$ cat src/rtl/ubds_pkg.sv
// ----------------------------------------------------------------------------
// ubds_pkg
// Shared types, constants and helpers of the UART baud divisor solver.
// ----------------------------------------------------------------------------
package ubds_pkg;

  localparam int unsigned DivW = 48;
  localparam int unsigned DvsW = 32;
  localparam logic [31:0] Hundred = 32'd100;

  typedef enum logic [4:0] {
    S_IDLE,
    S_G1,
    S_NUM,
    S_DEN,
    S_CHK,
    S_M,
    S_N,
    S_SNUM,
    S_SDEN,
    S_PRE,
    S_G2,
    S_TN,
    S_TD,
    S_MUL,
    S_ACH,
    S_Q,
    S_THR,
    S_OUT
  } state_e;

  typedef struct packed {
    logic            start;
    logic [DivW-1:0] dividend;
    logic [DvsW-1:0] divisor;
  } div_req_t;

  typedef struct packed {
    logic            done;
    logic [DivW-1:0] quot;
    logic [DvsW-1:0] rem;
  } div_rsp_t;

  function automatic logic [2:0] code_of(input logic [2:0] div);
    logic [2:0] c;
    case (div)
      3'd1: c = 3'd5;
      3'd2: c = 3'd4;
      3'd3: c = 3'd3;
      3'd4: c = 3'd2;
      3'd5: c = 3'd1;
      3'd6: c = 3'd0;
      3'd7: c = 3'd6;
      default: c = 3'd5;
    endcase
    return c;
  endfunction

endpackage

$ cat src/rtl/ubds_div.sv
// ----------------------------------------------------------------------------
// ubds_div
// Shared restoring divider, one quotient bit per cycle.
// ----------------------------------------------------------------------------
module ubds_div
  import ubds_pkg::*;
(
  input  logic     clk_i,
  input  logic     rst_ni,
  input  div_req_t req_i,
  output div_rsp_t rsp_o
);

  logic [DivW-1:0] quot_q, quot_d;
  logic [DvsW-1:0] rem_q, rem_d, dvs_q;
  logic [5:0]      cnt_q, cnt_d;
  logic            run_q, run_d, done_q, done_d;
  logic [DvsW:0]   shifted;
  logic [DvsW+1:0] trial;

  assign shifted = {rem_q, quot_q[DivW-1]};
  assign trial   = {1'b0, shifted} - {2'b00, dvs_q};

  always_comb begin
    quot_d = quot_q;
    rem_d  = rem_q;
    cnt_d  = cnt_q;
    run_d  = run_q;
    done_d = 1'b0;
    if (req_i.start) begin
      quot_d = req_i.dividend;
      rem_d  = '0;
      cnt_d  = 6'(DivW - 1);
      run_d  = 1'b1;
    end else if (run_q) begin
      quot_d = {quot_q[DivW-2:0], ~trial[DvsW+1]};
      rem_d  = trial[DvsW+1] ? shifted[DvsW-1:0] : trial[DvsW-1:0];
      cnt_d  = cnt_q - 6'd1;
      if (cnt_q == '0) begin
        run_d  = 1'b0;
        done_d = 1'b1;
      end
    end
  end

  always_ff @(posedge clk_i or negedge rst_ni) begin
    if (!rst_ni) begin
      run_q  <= 1'b0;
      done_q <= 1'b0;
      cnt_q  <= '0;
    end else begin
      run_q  <= run_d;
      done_q <= done_d;
      cnt_q  <= cnt_d;
    end
  end

  always_ff @(posedge clk_i) begin
    quot_q <= quot_d;
    rem_q  <= rem_d;
    if (req_i.start) dvs_q <= req_i.divisor;
  end

  assign rsp_o.done = done_q;
  assign rsp_o.quot = quot_q;
  assign rsp_o.rem  = rem_q;

endmodule

$ cat src/rtl/uart_baud_divisor_solver.sv
// ----------------------------------------------------------------------------
// uart_baud_divisor_solver
// Fractional baud divisor solver around one shared divider.
// ----------------------------------------------------------------------------
// A request is taken when start is high and busy is low. Busy then stays high
// while a sequencer drives one restoring divider through two Euclid
// reductions and the remaining divides. Each divide loads its operands on a
// start, produces 48 quotient bits and then raises done. Besides the divides
// a request passes three steps (range check, multiply, output). The divide
// count is the Euclid steps of both reductions plus eight, and four more
// when the terms must be scaled. A zero baud rate or a zero reference clock
// keeps busy high for one cycle only. The result shows on the output ports
// with valid_o for exactly one cycle, the first cycle after busy falls, and
// must be captured then.
module uart_baud_divisor_solver
  import ubds_pkg::*;
#(
  parameter int unsigned FRACTION_BITS = 16
) (
  input  logic        clk_i,
  input  logic        rst_ni,
  input  logic        cfg_we_i,
  input  logic [31:0] cfg_wdata_i,
  input  logic        start,
  output logic        busy,
  input  logic [23:0] baud_rate_i,
  output logic        valid_o,
  output logic [2:0]  prescale_code_o,
  output logic [15:0] increment_word_o,
  output logic [15:0] modulus_word_o,
  output logic [31:0] rate_error_o,
  output logic        accepted_o
);

  localparam logic [31:0] FracMax  = 32'((64'd1 << FRACTION_BITS) - 64'd1);
  localparam logic [31:0] FracMax7 = 32'(7 * ((64'd1 << FRACTION_BITS) - 64'd1));

  state_e state_q, state_d;
  div_req_t dreq;
  div_rsp_t drsp;

  logic [31:0] ref_q, a_q, b_q, num_q, den_q, m_q, tn_q, td_q, thr_q;
  logic [23:0] baud_q;
  logic [47:0] prod_q, ach_q;
  logic [2:0]  pre_q;
  logic [15:0] q_q;
  logic        zero_q, pend_q, is_div;
  logic [31:0] qlo, nval;
  logic [47:0] err;

  ubds_div u_div (.clk_i, .rst_ni, .req_i(dreq), .rsp_o(drsp));

  assign qlo  = drsp.quot[31:0];
  assign nval = qlo + 32'd1;
  assign busy = (state_q != S_IDLE);

  always_comb begin
    state_d = state_q;
    case (state_q)
      S_IDLE: if (start) state_d = ((baud_rate_i == '0) || (ref_q == '0)) ? S_OUT : S_G1;
      S_G1:   if (drsp.done && drsp.rem == '0) state_d = S_NUM;
      S_NUM:  if (drsp.done) state_d = S_DEN;
      S_DEN:  if (drsp.done) state_d = S_CHK;
      S_CHK:  state_d = ((num_q > FracMax7) || (den_q > FracMax)) ? S_M : S_PRE;
      S_M:    if (drsp.done) state_d = S_N;
      S_N:    if (drsp.done) state_d = S_SNUM;
      S_SNUM: if (drsp.done) state_d = S_SDEN;
      S_SDEN: if (drsp.done) state_d = S_PRE;
      S_PRE:  if (drsp.done) state_d = S_G2;
      S_G2:   if (drsp.done && drsp.rem == '0) state_d = S_TN;
      S_TN:   if (drsp.done) state_d = S_TD;
      S_TD:   if (drsp.done) state_d = S_MUL;
      S_MUL:  state_d = S_ACH;
      S_ACH:  if (drsp.done) state_d = S_Q;
      S_Q:    if (drsp.done) state_d = S_THR;
      S_THR:  if (drsp.done) state_d = S_OUT;
      S_OUT:  state_d = S_IDLE;
      default: state_d = S_IDLE;
    endcase
  end

  always_comb begin
    is_div = 1'b1;
    case (state_d)
      S_IDLE, S_CHK, S_MUL, S_OUT: is_div = 1'b0;
      default: is_div = 1'b1;
    endcase
  end

  always_comb begin
    dreq.start    = pend_q;
    dreq.dividend = '0;
    dreq.divisor  = 32'd1;
    case (state_q)
      S_G1, S_G2: begin
        dreq.dividend = {16'd0, a_q};
        dreq.divisor  = b_q;
      end
      S_NUM, S_TN: begin
        dreq.dividend = {16'd0, ref_q};
        dreq.divisor  = a_q;
      end
      S_DEN: begin
        dreq.dividend = {20'd0, baud_q, 4'd0};
        dreq.divisor  = a_q;
      end
      S_M: begin
        dreq.dividend = {16'd0, num_q - 32'd1};
        dreq.divisor  = FracMax7;
      end
      S_N: begin
        dreq.dividend = {16'd0, den_q - 32'd1};
        dreq.divisor  = FracMax;
      end
      S_SNUM: begin
        dreq.dividend = {16'd0, num_q};
        dreq.divisor  = m_q;
      end
      S_SDEN: begin
        dreq.dividend = {16'd0, den_q};
        dreq.divisor  = m_q;
      end
      S_PRE: begin
        dreq.dividend = {16'd0, num_q - 32'd1};
        dreq.divisor  = FracMax;
      end
      S_TD: begin
        dreq.dividend = {12'd0, num_q, 4'd0};
        dreq.divisor  = a_q;
      end
      S_ACH: begin
        dreq.dividend = prod_q;
        dreq.divisor  = td_q;
      end
      S_Q: begin
        dreq.dividend = {16'd0, num_q};
        dreq.divisor  = {29'd0, pre_q};
      end
      S_THR: begin
        dreq.dividend = {24'd0, baud_q};
        dreq.divisor  = Hundred;
      end
      default: begin
        dreq.dividend = '0;
        dreq.divisor  = 32'd1;
      end
    endcase
  end

  assign err = (ach_q >= {24'd0, baud_q}) ? (ach_q - {24'd0, baud_q})
                                          : ({24'd0, baud_q} - ach_q);

  always_ff @(posedge clk_i or negedge rst_ni) begin
    if (!rst_ni) begin
      state_q <= S_IDLE;
      pend_q  <= 1'b0;
      valid_o <= 1'b0;
      ref_q   <= 32'd80000000;
    end else begin
      state_q <= state_d;
      pend_q  <= is_div && ((state_q != state_d) || drsp.done);
      valid_o <= (state_q == S_OUT);
      if (cfg_we_i) ref_q <= cfg_wdata_i;
    end
  end

  always_ff @(posedge clk_i) begin
    case (state_q)
      S_IDLE: if (start) begin
        baud_q <= baud_rate_i;
        zero_q <= (baud_rate_i == '0) || (ref_q == '0);
        a_q    <= ref_q;
        b_q    <= {4'd0, baud_rate_i, 4'd0};
      end
      S_G1, S_G2: if (drsp.done) begin
        a_q <= b_q;
        b_q <= drsp.rem;
      end
      S_NUM:  if (drsp.done) num_q <= qlo;
      S_DEN:  if (drsp.done) den_q <= qlo;
      S_M:    if (drsp.done) m_q <= nval;
      S_N:    if (drsp.done && nval > m_q) m_q <= nval;
      S_SNUM: if (drsp.done) num_q <= (qlo == '0) ? 32'd1 : qlo;
      S_SDEN: if (drsp.done) den_q <= (qlo == '0) ? 32'd1 : qlo;
      S_PRE: if (drsp.done) begin
        pre_q <= nval[2:0];
        a_q   <= ref_q;
        b_q   <= {num_q[27:0], 4'd0};
      end
      S_TN:   if (drsp.done) tn_q <= qlo;
      S_TD:   if (drsp.done) td_q <= qlo;
      S_MUL:  prod_q <= {16'd0, tn_q} * {32'd0, den_q[15:0]};
      S_ACH:  if (drsp.done) ach_q <= drsp.quot;
      S_Q:    if (drsp.done) q_q <= qlo[15:0];
      S_THR:  if (drsp.done) thr_q <= 32'(qlo * 32'd3);
      S_OUT: begin
        if (zero_q) begin
          prescale_code_o  <= '0;
          increment_word_o <= '0;
          modulus_word_o   <= '0;
          rate_error_o     <= '0;
          accepted_o       <= 1'b0;
        end else begin
          prescale_code_o  <= code_of(pre_q);
          increment_word_o <= den_q[15:0] - 16'd1;
          modulus_word_o   <= q_q - 16'd1;
          rate_error_o     <= (err[47:32] != '0) ? 32'hFFFF_FFFF : err[31:0];
          accepted_o       <= (err < {16'd0, thr_q});
        end
      end
      default: ;
    endcase
  end

  a_busy_after_start: assert property (@(posedge clk_i) disable iff (!rst_ni)
    (start && !busy) |=> busy) else $error("busy not raised after request");
  a_valid_from_out: assert property (@(posedge clk_i) disable iff (!rst_ni)
    valid_o |-> $past(state_q) == S_OUT) else $error("result without final step");
  a_valid_idle: assert property (@(posedge clk_i) disable iff (!rst_ni)
    valid_o |-> !busy || $past(start)) else $error("result while solving");

endmodule

$ cat config.mk
export PLATFORM = sky130hd
export DESIGN_NAME = uart_baud_divisor_solver
export DESIGN_NICKNAME = d
export VERILOG_FILES = /design/src/rtl/ubds_pkg.sv /design/src/rtl/ubds_div.sv /design/src/rtl/uart_baud_divisor_solver.sv
export SDC_FILE = /design/constraint.sdc
export NUM_CORES = 2
export LEC_CHECK = 0
export BUFFER_PORTS_ARGS = -buffer_cell sky130_fd_sc_hd__buf_2
export CAP_MARGIN = 20
export CORE_ASPECT_RATIO = 0.8
export CORE_UTILIZATION = 60
export DETAILED_ROUTE_END_ITERATION = 10
export GPL_TIMING_DRIVEN = 0
export PLACE_DENSITY_LB_ADDON = 0.3
export REMOVE_ABC_BUFFERS = 1
export SYNTH_ARGS = -nofsm -noshare
export SYNTH_HDL_FRONTEND = slang
export SYNTH_SLANG_ARGS = --single-unit
$ cat constraint.sdc
create_clock -name clk_i -period 12.1 [get_ports clk_i]
set_clock_uncertainty 0.1 [all_clocks]
set_input_delay 0 -clock clk_i [delete_from_list [all_inputs] [get_ports clk_i]]
set_output_delay 0 -clock clk_i [all_outputs]
set_load 0.02 [all_outputs]
==> summary.md <==
| Metric | Value |
|---|---|
| Status | complete, but fails checks |
| Violated checks | DRC |
| Largest net degree at the start of global routing | 68 |
| Effective utilization at floorplan | 61.0% |
| Number of warnings issued by yosys | 0 |
| Largest fanout on the critical path | 20 |
| Standard-cell rows | 94 |
| Worst VDD drop | 0.134 mV |
| Number of flops mapped to enable cells by yosys | 544 |
| Clock sinks | 623 |
| Critical R2R Launch | den_q[3] |
| Count of max-cap constraint violations | 0 |
| Via count normalized by instance count | 6.40 |
| Final instance area | 56400 µm² |
| Share of cells above drive strength 1 | 8.34% |
| Number of cells traversed by the worst register-to-register path | 22 |
| Initial DRC count | 6318 |
| Hold Vio Cnt, Final | 0 |
| Via Count | 40460 |
| Gates resized, CTS repair | 0 |
| Asr flop ratio synth | 7.54% |
| Worst setup EP type | register |
| CP required | 12.36 ns |
| Part of the Yosys area used for sequential elements | 36.0% |
| Startpoint of the worst hold path | cfg_wdata_i[5] |
| Path type of the worst min-delay path | in -> reg |
| Setup repair after global routing missed its margin | false |
| Chip Width | 326 µm |
| Post-DP HPWL | 121 mm |
| Clock tree root driver cell | sky130_fd_sc_hd__clkbuf_16 |
| Fill cell total of the finished layout | 6315 |
| Final worst hold slack | 0.0214 ns |
| Total number of H-tree levels | 3 |
| Max-slew headroom at the worst pin | 20.7% |
| Net count, final | 5955 |
| Antenna Violating Nets Remaining | 0 |
| Cells after synthesis | 5066 |
| Detailed-router iteration count before antenna repair | 11 |
| Wire length reported by the detailed router | 162 mm |
| Most frequent cells in the layout | sky130_fd_sc_hd__inv_1 (701), sky130_fd_sc_hd__nand2_1 (645), sky130_fd_sc_hd__edfxtp_1 (544) |
| Aggregate global-route resource usage | 38.1% |
| Number of global-route vias before repair | 39637 |
| Transition time of the tightest slew-check pin | 1.18 ns |
| End point of the most critical hold path | ref_q[5] |
| Num CTS Buffers | 71 |
| Minimum period implied by the final worst setup slack | 8.54 ns |
| Placeable Area | 82800 µm² |
| Gp weighted congestion | 1.00 |
| Number of remaining DRC errors | 46 |
| Maximum achievable frequency | 0.117 GHz |
| Area growth syn-to-layout | 11.6% |
| Primary flip-flop cell chosen by synthesis mapping | sky130_fd_sc_hd__edfxtp_1 |
| Power density normalized to cell area | 83.7 nW/µm² |
| Clk_lat worst skew | 0.65 ns |
| Data arrival time of the critical path | 8.80 ns |
| LEAKAGE | 24.2 nW |
| Clock transition at the registers of the reported paths | 0.07 ns |
| Area taken by flip-flops and latches | 18200 µm² |
| Number of antenna violations at the first check in global routing | 4 |
| Worst reg2reg setup slack | 3.56 ns |
| Final Cycle Share | 70.6% |
| Post-synthesis cell type count | 83 |
| Start-to-end type of the worst setup path | reg -> reg |
| TritonCTS clock tree | done |
| Placed inst area | 53300 µm² |
| Routed length per placed instance | 25.6 µm |
| Mapped cell area | 50500 µm² |
| Worst hold stages | 3 |
| PnR Total Power | 0.00472 W |
| Global route total overflow | 0 |
| Number of port buffers | 129 |
| Terminus of the critical flop-to-flop path | prod_q[46] |
| Sort of element at the start of the critical path | register |
| Final number of max-transition violations | 0 |
| Top-level I/O count | 130 |
| Mean area per synthesized cell | 9.97 µm² |
| Maximum buffer depth of the clock tree | 3 |
| Die boundary height | 261 µm |
| DIE AREA | 85300 µm² |
| Multi-input logic area | 28900 µm² |
| Number of storage elements in the synthesis netlist | 623 |
| Wire length of the first global-routing pass | 243 mm |
| Most common library cell in the layout ignoring fill and taps | sky130_fd_sc_hd__inv_1 |
| Final count of negative-setup-slack endpoints | 0 |
[worst max-delay path, cell delays in order, from the launching register on]
cell	delay, ns
sky130_fd_sc_hd__edfxtp_1	1.04
sky130_fd_sc_hd__buf_16	0.26
sky130_fd_sc_hd__nand2_1	0.10
sky130_fd_sc_hd__fa_1	0.52
sky130_fd_sc_hd__fa_1	0.56
sky130_fd_sc_hd__fa_1	0.52
sky130_fd_sc_hd__inv_1	0.05
sky130_fd_sc_hd__fa_1	0.53
sky130_fd_sc_hd__fa_1	0.52
sky130_fd_sc_hd__inv_1	0.06
sky130_fd_sc_hd__fa_1	0.50
sky130_fd_sc_hd__inv_1	0.04
sky130_fd_sc_hd__ha_1	0.34
sky130_fd_sc_hd__and3_1	0.22
sky130_fd_sc_hd__and2_1	0.14
sky130_fd_sc_hd__a311oi_1	0.05
sky130_fd_sc_hd__a21boi_0	0.71
sky130_fd_sc_hd__a31oi_1	0.22
sky130_fd_sc_hd__o21ai_0	0.63
sky130_fd_sc_hd__a211oi_1	0.29
sky130_fd_sc_hd__o31ai_1	0.52
sky130_fd_sc_hd__a311oi_1	0.19
sky130_fd_sc_hd__xnor2_1	0.16
[how the worst max path moves through the flow]
stage / start / to / cells after the start
2_1_floorplan: state_q[3] / a_q[0] / 6
3_3_place_gp: state_q[3] / a_q[26] / 6
3_5_place_dp: den_q[3] / prod_q[46] / 22
4_1_cts: den_q[3] / prod_q[46] / 22
5_1_grt: den_q[3] / prod_q[46] / 22
6_report: den_q[3] / prod_q[46] / 22
[metal layers]
| metal | track usage, % | part of all wire, % | vias up | wire [µm] |
|---|---|---|---|---|
| li1 | - | - | 17520 | - |
| met1 | 51.7 | 38 | 19619 | 62000 |
| met2 | 55.3 | 42 | 2803 | 67600 |
| met3 | 12.7 | 15 | 518 | 23800 |
| met4 | 17.9 | 5.3 | 0 | 8540 |
| met5 | 0 | 0 | - | 0 |
[flip-flops by register name (all words and copies together), names as in the netlist, 5 cells and up]
signal / cells
a_q: 32
q_q: 16
ach_q: 48
u_div.dvs_q: 32
u_div.rem_q: 32
ref_q: 32
baud_q: 24
den_q: 32
prod_q: 48
tn_q: 32
num_q: 32
state_q: 5
thr_q: 32
increment_word_o: 16
u_div.quot_q: 48
rate_error_o: 32
b_q: 32
modulus_word_o: 16
m_q: 32
u_div.cnt_q: 6
td_q: 32
[power by group]
group / internal [W] / leakage (nW) / switching [W]
Combinational: 0.0000358 / 17.1 / 0.0000328
Clock: 0.00135 / 1.19 / 0.000946
Sequential: 0.00232 / 5.87 / 0.0000281
Total: 0.00371 / 24.2 / 0.00101
[cell usage after synthesis (all sizes together), types with 96 or more instances]
cell | number | area [µm²]
inv | 703 | 2640
xnor2 | 148 | 1300
nand3 | 96 | 480
a21oi | 232 | 1160
clkbuf | 224 | 841
edfxtp | 544 | 16300
o21ai | 121 | 606
and2 | 264 | 1650
fa | 422 | 8450
nand2 | 645 | 2420
nor2 | 214 | 806
ha | 315 | 3940
a21o | 98 | 736
[stage by stage]
step	setup TNS (ns)	utilization (%)	cells	setup slack [ns]
detailed placement	0	64.3	6128	3.84
global placement	-677.81	62.3	6042	-9.31
floorplan	0	-	4809	0.613
global route	0	68.1	6320	3.41
finish	0	68.1	6324	3.56
CTS	0	68.0	6319	3.80
[cells by family after synthesis]
kind of cell	Yosys count	synth area share [%]
multiplexers	77	1.61
flip-flops	623	36.0
adder cells (fa/ha/maj)	738	24.6
AND/OR/NAND/NOR	1524	14.5
AO/OA/AOI/OAI	920	12.4
XOR/XNOR	224	3.88
buffers and inverters	960	7.15
[layout make-up]
cell class,count,share of cell area [%]
diodes,4,0.0178
multi-input cells,3483,51.3
inverters,703,4.68
repair buffers,276,4.96
clock buffers,89,3.40
well taps,1104,2.45
flip-flops and latches,623,32.2
clock inverters,42,0.963
[repair_timing]
item                      CTS  global route
hold endpoints to repair  130             0
setup buffers               0             0
hold buffers               60             0
Power figures use the tool's default switching activity.
